File: config.mk
export PLATFORM = sky130hd
export DESIGN_NAME = aml_namestring_parser_flat
export DESIGN_NICKNAME = d
export VERILOG_FILES = /design/src/rtl/anp_pkg.sv /design/src/rtl/anp_byte_if.sv /design/src/rtl/anp_name_if.sv /design/src/rtl/anp_parser.sv /design/src/rtl/anp_out_queue.sv /design/src/rtl/aml_namestring_parser.sv /design/src/flat_wrapper.sv
export SDC_FILE = /design/constraint.sdc
export NUM_CORES = 1
export LEC_CHECK = 0
export BUFFER_PORTS_ARGS = -buffer_cell sky130_fd_sc_hd__buf_2
export CORE_ASPECT_RATIO = 1.1
export CORE_UTILIZATION = 65
export CTS_CLUSTER_SIZE = 12
export DETAILED_ROUTE_END_ITERATION = 8
export PLACE_DENSITY = 0.88
export RECOVER_POWER = 25
export SLEW_MARGIN = 10
export SYNTH_ARGS = -nofsm -noshare
export SYNTH_HDL_FRONTEND = slang
export SYNTH_HIERARCHICAL = 1
export SYNTH_SLANG_ARGS = --single-unit
File: constraint.sdc
create_clock -name clk -period 6.98 [get_ports clk]
set_clock_uncertainty 0.05 [all_clocks]
set_input_delay 0.698 -clock clk [delete_from_list [all_inputs] [get_ports clk]]
set_output_delay 0.698 -clock clk [all_outputs]
set_load 0.03 [all_outputs]
File: src/rtl/anp_pkg.sv
package anp_pkg;

    localparam int BYTE_W  = 8;
    localparam int LEFT_W  = 10;
    localparam int Q_DEPTH = 4;
    localparam int Q_AW    = $clog2(Q_DEPTH);
    localparam int Q_CW    = $clog2(Q_DEPTH + 1);

    localparam logic [BYTE_W-1:0] ROOT_CHAR   = 8'h5C;
    localparam logic [BYTE_W-1:0] PARENT_CHAR = 8'h5E;
    localparam logic [BYTE_W-1:0] DUAL_PREFIX = 8'h2E;
    localparam logic [BYTE_W-1:0] MULTI_PREFIX = 8'h2F;
    localparam logic [BYTE_W-1:0] NULL_NAME   = 8'h00;
    localparam logic [LEFT_W-1:0] LEFT_MAX    = 10'd1023;

    typedef enum logic [2:0] {
        PH_LEAD  = 3'b001,
        PH_COUNT = 3'b010,
        PH_SEG   = 3'b100
    } phase_t;

    typedef struct packed {
        logic [BYTE_W-1:0] name_byte;
        logic              byte_present;
        logic              name_end;
    } result_t;

    // up to two results handed from the parser to the output queue
    typedef struct packed {
        logic [1:0] count;
        result_t    first;
        result_t    second;
    } push_t;

endpackage

File: src/rtl/anp_byte_if.sv
interface anp_byte_if;
    logic       valid;
    logic       ready;
    logic [7:0] stream_byte;

    modport source (output valid, output stream_byte, input ready);
    modport sink (input valid, input stream_byte, output ready);
endinterface

File: src/rtl/anp_name_if.sv
interface anp_name_if;
    logic       valid;
    logic       ready;
    logic [7:0] name_byte;
    logic       byte_present;
    logic       name_end;

    modport source (output valid, output name_byte, output byte_present, output name_end,
                    input ready);
    modport sink (input valid, input name_byte, input byte_present, input name_end,
                  output ready);
endinterface

File: src/rtl/anp_parser.sv
module anp_parser
    import anp_pkg::*;
#(
    parameter int SEGMENT_LENGTH = 4
)
(
    input  logic       clk,
    input  logic       rst_n,
    anp_byte_if.sink   byte_in,
    input  logic       room,
    output push_t      push
);

    localparam int PROD_W = BYTE_W + 4;

    logic              in_valid_reg, in_valid_next;
    logic [BYTE_W-1:0] in_byte_reg;
    phase_t            phase_reg, phase_next;
    logic [BYTE_W-1:0] held_reg, held_next;
    logic [LEFT_W-1:0] left_reg, left_next;

    logic              accept;
    logic              consume;
    logic [BYTE_W-1:0] b;
    logic [PROD_W-1:0] product;
    logic [LEFT_W-1:0] total;
    logic              have_prefix;
    result_t           prefix_res;
    result_t           empty_res;

    assign accept  = byte_in.valid & byte_in.ready;
    assign consume = in_valid_reg & room;
    assign byte_in.ready = ~in_valid_reg | room;

    assign b       = in_byte_reg;
    assign product = {{(PROD_W-BYTE_W){1'b0}}, b} * PROD_W'(SEGMENT_LENGTH);
    assign total   = (product > PROD_W'(LEFT_MAX)) ? LEFT_MAX : product[LEFT_W-1:0];

    assign have_prefix = (held_reg != NULL_NAME);
    assign prefix_res  = '{name_byte: held_reg, byte_present: 1'b1, name_end: 1'b0};
    assign empty_res   = '{name_byte: held_reg, byte_present: have_prefix, name_end: 1'b1};

    always_comb
    begin
        in_valid_next = in_valid_reg;
        if (accept)
        begin
            in_valid_next = 1'b1;
        end
        else if (consume)
        begin
            in_valid_next = 1'b0;
        end
    end

    always_comb
    begin
        phase_next = phase_reg;
        held_next  = held_reg;
        left_next  = left_reg;
        push       = '0;
        if (consume)
        begin
            case (phase_reg)
                PH_SEG:
                begin
                    push.count = 2'd1;
                    push.first = '{name_byte: b, byte_present: 1'b1,
                                   name_end: (left_reg <= LEFT_W'(1))};
                    if (left_reg <= LEFT_W'(1))
                    begin
                        left_next  = '0;
                        phase_next = PH_LEAD;
                    end
                    else
                    begin
                        left_next = left_reg - LEFT_W'(1);
                    end
                end
                PH_COUNT:
                begin
                    if (total == '0)
                    begin
                        push.count = 2'd1;
                        push.first = empty_res;
                        held_next  = NULL_NAME;
                        left_next  = '0;
                        phase_next = PH_LEAD;
                    end
                    else
                    begin
                        push.count = {1'b0, have_prefix};
                        push.first = prefix_res;
                        held_next  = NULL_NAME;
                        left_next  = total;
                        phase_next = PH_SEG;
                    end
                end
                default:
                begin
                    phase_next = PH_LEAD;
                    if (b == ROOT_CHAR || b == PARENT_CHAR)
                    begin
                        if (!have_prefix)
                        begin
                            held_next = b;
                        end
                    end
                    else if (b == DUAL_PREFIX)
                    begin
                        push.count = {1'b0, have_prefix};
                        push.first = prefix_res;
                        held_next  = NULL_NAME;
                        left_next  = LEFT_W'(2 * SEGMENT_LENGTH);
                        phase_next = PH_SEG;
                    end
                    else if (b == MULTI_PREFIX)
                    begin
                        phase_next = PH_COUNT;
                    end
                    else if (b == NULL_NAME)
                    begin
                        push.count = 2'd1;
                        push.first = empty_res;
                        held_next  = NULL_NAME;
                        left_next  = '0;
                    end
                    else
                    begin
                        held_next = NULL_NAME;
                        if (have_prefix)
                        begin
                            push.count  = 2'd2;
                            push.first  = prefix_res;
                            push.second = '{name_byte: b, byte_present: 1'b1,
                                            name_end: (SEGMENT_LENGTH <= 1)};
                        end
                        else
                        begin
                            push.count = 2'd1;
                            push.first = '{name_byte: b, byte_present: 1'b1,
                                           name_end: (SEGMENT_LENGTH <= 1)};
                        end
                        if (SEGMENT_LENGTH <= 1)
                        begin
                            left_next  = '0;
                            phase_next = PH_LEAD;
                        end
                        else
                        begin
                            left_next  = LEFT_W'(SEGMENT_LENGTH - 1);
                            phase_next = PH_SEG;
                        end
                    end
                end
            endcase
        end
    end

    always_ff @(posedge clk or negedge rst_n)
    begin
        if (!rst_n)
        begin
            in_valid_reg <= 1'b0;
            phase_reg    <= PH_LEAD;
            held_reg     <= NULL_NAME;
            left_reg     <= '0;
        end
        else
        begin
            in_valid_reg <= in_valid_next;
            phase_reg    <= phase_next;
            held_reg     <= held_next;
            left_reg     <= left_next;
        end
    end

    always_ff @(posedge clk)
    begin
        if (accept)
        begin
            in_byte_reg <= byte_in.stream_byte;
        end
    end

endmodule

File: src/rtl/anp_out_queue.sv
module anp_out_queue
    import anp_pkg::*;
(
    input  logic       clk,
    input  logic       rst_n,
    input  push_t      push,
    output logic       room,
    anp_name_if.source name_out
);

    result_t         entry_reg [Q_DEPTH];
    logic [Q_AW-1:0] wr_ptr_reg, wr_ptr_next;
    logic [Q_AW-1:0] rd_ptr_reg, rd_ptr_next;
    logic [Q_CW-1:0] count_reg, count_next;
    logic            pop;
    result_t         head;

    assign room = (count_reg <= Q_CW'(Q_DEPTH - 2));
    assign head = entry_reg[rd_ptr_reg];
    assign pop  = name_out.valid & name_out.ready;

    assign name_out.valid        = (count_reg != '0);
    assign name_out.name_byte    = head.name_byte;
    assign name_out.byte_present = head.byte_present;
    assign name_out.name_end     = head.name_end;

    always_comb
    begin
        wr_ptr_next = wr_ptr_reg + Q_AW'(push.count);
        rd_ptr_next = rd_ptr_reg + Q_AW'(pop);
        count_next  = count_reg + Q_CW'(push.count) - Q_CW'(pop);
    end

    always_ff @(posedge clk or negedge rst_n)
    begin
        if (!rst_n)
        begin
            wr_ptr_reg <= '0;
            rd_ptr_reg <= '0;
            count_reg  <= '0;
        end
        else
        begin
            wr_ptr_reg <= wr_ptr_next;
            rd_ptr_reg <= rd_ptr_next;
            count_reg  <= count_next;
        end
    end

    always_ff @(posedge clk)
    begin
        if (push.count != 2'd0)
        begin
            entry_reg[wr_ptr_reg] <= push.first;
        end
        if (push.count == 2'd2)
        begin
            entry_reg[wr_ptr_reg + Q_AW'(1)] <= push.second;
        end
    end

endmodule

File: src/rtl/aml_namestring_parser.sv
// Throughput: one byte per cycle; a byte that yields two results (prefix plus first
// character) always follows a prefix byte that yields none, so the input stalls only
// while the output is not ready.
// Reset: rst_n async active low; clears the input stage, parse phase, held
// prefix, remaining name-byte count and the 4-entry output queue.
module aml_namestring_parser
    import anp_pkg::*;
#(
    parameter int SEGMENT_LENGTH = 4
)
(
    input  logic       clk,
    input  logic       rst_n,
    anp_byte_if.sink   byte_in,
    anp_name_if.source name_out
);

    push_t push;
    logic  room;

    anp_parser #(
        .SEGMENT_LENGTH(SEGMENT_LENGTH)
    ) u_parser (
        .clk     (clk),
        .rst_n   (rst_n),
        .byte_in (byte_in),
        .room    (room),
        .push    (push)
    );

    anp_out_queue u_queue (
        .clk      (clk),
        .rst_n    (rst_n),
        .push     (push),
        .room     (room),
        .name_out (name_out)
    );

`ifndef NO_ASSERTIONS
    a_push_needs_room: assert property (@(posedge clk) disable iff (!rst_n)
        (push.count != 2'd0) |-> room)
        else $error("push into full output queue");

    a_push_count_legal: assert property (@(posedge clk) disable iff (!rst_n)
        push.count != 2'd3)
        else $error("illegal push count");

    a_marker_is_end: assert property (@(posedge clk) disable iff (!rst_n)
        (name_out.valid && !name_out.byte_present) |-> name_out.name_end)
        else $error("end-only marker without name_end");

    a_pair_after_prefix: assert property (@(posedge clk) disable iff (!rst_n)
        (push.count == 2'd2) |-> (push.first.byte_present && !push.first.name_end))
        else $error("two results without leading prefix");
`endif

endmodule

File: src/flat_wrapper.sv
// flat-port wrapper written by rule: the top's interface ports become plain ports
module aml_namestring_parser_flat import anp_pkg::*;
#(
    parameter int SEGMENT_LENGTH = 4
)
  (clk, rst_n, byte_in_valid, byte_in_stream_byte, byte_in_ready, name_out_valid, name_out_name_byte, name_out_byte_present, name_out_name_end, name_out_ready);
  anp_byte_if byte_in_i ();
  anp_name_if name_out_i ();
  input  logic clk;
  input  logic rst_n;
  input wire logic [$bits(byte_in_i.valid)-1:0] byte_in_valid;
  input wire logic [$bits(byte_in_i.stream_byte)-1:0] byte_in_stream_byte;
  output wire logic [$bits(byte_in_i.ready)-1:0] byte_in_ready;
  output wire logic [$bits(name_out_i.valid)-1:0] name_out_valid;
  output wire logic [$bits(name_out_i.name_byte)-1:0] name_out_name_byte;
  output wire logic [$bits(name_out_i.byte_present)-1:0] name_out_byte_present;
  output wire logic [$bits(name_out_i.name_end)-1:0] name_out_name_end;
  input wire logic [$bits(name_out_i.ready)-1:0] name_out_ready;
  assign byte_in_i.valid = byte_in_valid;
  assign byte_in_i.stream_byte = byte_in_stream_byte;
  assign byte_in_ready = byte_in_i.ready;
  assign name_out_valid = name_out_i.valid;
  assign name_out_name_byte = name_out_i.name_byte;
  assign name_out_byte_present = name_out_i.byte_present;
  assign name_out_name_end = name_out_i.name_end;
  assign name_out_i.ready = name_out_ready;
  aml_namestring_parser #(.SEGMENT_LENGTH(SEGMENT_LENGTH)) u_core (.clk(clk), .rst_n(rst_n), .byte_in(byte_in_i), .name_out(name_out_i));
endmodule
==> flow_summary.json <==
{
  "status": "finished, violations left",
  "violations": "max-capacitance violations, max-slew violations",
  "ys_types": 62,
  "yosys.area_share.simple_pct": 13.6,
  "setup_tns_ns": 0,
  "hold_viol_final": 0,
  "synth_area_leader_cell": "edfxtp_1",
  "grt_max_degree": 30,
  "gp_congestion": 0.916,
  "rows": 31,
  "diodes": 0,
  "min_period_ns": 4.17,
  "worstPathArrival_ns": 4.14,
  "overflow": 0,
  "vias": 3116,
  "setup_viol": 0,
  "clock_path_buffers": 2,
  "clock_latency_ns": 0.35,
  "synth_seq_area_share_pct": 48.0,
  "die_h_um": 89.5,
  "min-delay-start": "byte_in_stream_byte[5]",
  "rr_startpoint": "u_core/u_parser/phase_reg[2]",
  "cts_buffers": 9,
  "crit_slowest_cell": "nor4bb_4",
  "synthFlopType": "edfxtp_1",
  "finalCoreUtilization_pct": 72.0,
  "cts_tree": "done",
  "syn_area_mm2": 0.00452,
  "worstMarginPinSlew_ns": 1.59,
  "antenna_left": 0,
  "final_max_slew_viol_count": 30,
  "endpoint_kind": "flip-flop",
  "crit_path_start_kind": "flip-flop",
  "post_drt_wl_per_cell_um": 20.8,
  "path_delay_family": "simple AND/OR/NAND/NOR gates",
  "grtUsageTotal_pct": 29.8,
  "start_util_pct": 67.8,
  "synthTopCellsByArea": "edfxtp_1 32%, dfrtp_1 15%, mux2_4 9.3%",
  "vdd_drop_max_mv": 0.243,
  "drc": 0,
  "core_area_mm2": 0.00667,
  "grt_pass1_vias": 3094,
  "cts_resized": 0,
  "cp_cell_sequence": "nand2b_1 > a21oi_1 > nor4_1 > and2_1 > nor4bb_4 > a21o_1",
  "path_clk_slew_ns": 0.07,
  "cts_hold_buf": 0,
  "maxCapViolCount": 1,
  "drive_gt1_share_pct": 25.3,
  "root_buffer": "clkbuf_8",
  "worst_r2r_path_depth": 6,
  "syn-instance-count": 359,
  "antenna_found_initial": 0,
  "cp.required_ns": 6.94,
  "final_nets": 389,
  "worst-path-max-fanout": 13,
  "yosys.area_share.adder_pct": 1.83,
  "viasPerCell": 6.80,
  "wirelength_um": 9550,
  "ioPinCount": 24,
  "max_freq_mhz": 240,
  "drt-pass1-iter-count": 5,
  "cp-startpoint": "u_core/u_parser/phase_reg[2]",
  "max_stage_delay_ns": 0.91,
  "synth_top_family_by_area": "multiplexers",
  "synth_nets": 377,
  "ys_warn_count": 6,
  "cp_num_cells": 6,
  "synth-xor-area-share_pct": 1.36,
  "leakagePower_nw": 1.88,
  "ys_async_sr_fraction_pct": 37.7,
  "io_buffers": 23,
  "path_buf_inv": 0,
  "grt_pass1_wl_um": 15600,
  "die_x_um": 81.5,
  "largest_reg_flops": 40,
  "critical_path_class": "flip-flop to flip-flop",
  "dieArea_mm2": 0.00729,
  "synthToLayoutAreaGrowth_pct": 6.20,
  "yosysTopAreaCellShare_pct": 31.9,
  "synth_compound_area_share_pct": 12.2,
  "synth_area_per_cell_um2": 12.6,
  "synth-edff-count": 48,
  "finalCritPeriodShare_pct": 59.8,
  "hp-class": "input pin to flip-flop",
  "ys_ff_latch": 77,
  "rsz0062_at_grt": "false",
  "cts_setup_buffers": 0,
  "dr.first_iter.drc_count": 278,
  "min_path_cells": 1,
  "dp_hpwl_um": 6720,
  "relSlewSlack_pct": -5.72,
  "htreeDepth": 3,
  "pwr_density_cell_mw_per_mm2": 434,
  "cts.sinks": 77,
  "muxShareOfSynthArea_pct": 18.4
}
worst paths after layout:
kind,end,slack [ns]
max,u_core/u_queue/entry_reg[2][0],2.81
min,u_core/u_parser/b[5],0.47
max reg2reg,u_core/u_queue/entry_reg[2][0],2.81
min reg2reg,u_core/u_parser/held_reg[4],0.50
max in group asynchronous,u_core/u_parser/held_reg[5],5.28
min in group asynchronous,u_core/u_queue/wr_ptr_reg[1],0.68
stage by stage:
step | cells | power, mW | hold slack (ns) | cell area, um^2 | setup slack, ns
2_1_floorplan | 359 | 1.51 | 0.352 | 4520 | 3.37
3_3_place_gp | 442 | 1.66 | 0.467 | 4580 | 3.06
3_5_place_dp | 442 | 1.71 | 0.471 | 4580 | 2.77
4_1_cts | 458 | 2.08 | 0.321 | 4790 | 2.75
5_1_grt | 458 | 2.21 | 0.455 | 4800 | 2.34
6_report | 458 | 2.09 | 0.468 | 4800 | 2.81
power by group:
part	switching, mW	internal [mW]	total, mW
clock network	0.164	0.201	0.366
registers	0.141	0.654	0.796
logic	0.513	0.411	0.925
area by class of cell:
type                            instances  area [um^2]
Fill cell                             466         1870
Clock buffer                           10          128
Clock inverter                          6         86.3
Timing Repair Buffer                   26          136
Multi-Input combinational cell        250         2150
Tap cell                               82          103
Sequential cell                        77         2170
Inverter                                7         26.3
cell usage in the layout, fill, tap and decap left out, types with 3 or more instances in the layout:
cell type	instances
or3_1	3
buf_2	22
clkbuf_8	9
nand3_1	3
nor4_1	7
mux2i_1	3
and2_1	15
mux2_2	4
inv_1	7
mux2_1	10
buf_4	3
or2_2	3
o31ai_1	3
o21bai_1	3
o22ai_1	7
edfxtp_1	48
xnor2_1	7
o21ai_0	12
nand2_1	20
ha_1	5
a21o_1	7
nand2b_1	7
nor2_1	14
a221o_1	3
or4_1	3
dfrtp_1	28
a211oi_1	13
nor3_1	6
mux4_2	10
nor3b_1	3
a21oi_1	14
o311ai_0	3
mux2_4	28
kinds of logic (layout without fill, tap and decap cells):
group                      Yosys count  count (layout)
AOI/OAI and AO/OA                   80              80
xor gates and xnor gates             7               7
adders and majority gates            6               6
buffers and inverters               32              49
DFF                                 77              77
muxes                               55              55
other                                1               1
and+or+nand+nor                    101             101
synthesized netlist by cell type (all sizes together) (2+ instances only):
cell,n
or3,4
nor2,14
ha,5
xnor2,7
a221o,3
o32ai,2
a21oi,14
edfxtp,48
clkbuf,12
mux2i,3
nor4bb,2
nor4,8
nor3,6
o22ai,7
or2,3
or4,4
o311ai,3
mux2,42
dfrtp,28
nor2b,2
and3,2
nor3b,3
nand3,3
mux4,10
inv,7
nand4,2
o21ai,14
o31ai,3
o21bai,3
buf,13
a211oi,13
nand2,20
o211ai,2
a21o,7
and2,16
nand2b,7
and4,2
a22o,2
per-layer routing:
metal	vias up	GRT usage [%]	wire (um)
li1	1407	-	-
met1	1536	35.0	3780
met2	143	51.4	5000
met3	30	4.80	489
met4	0	17.2	278
met5	-	0	0
(Power assumes the default switching activity.)
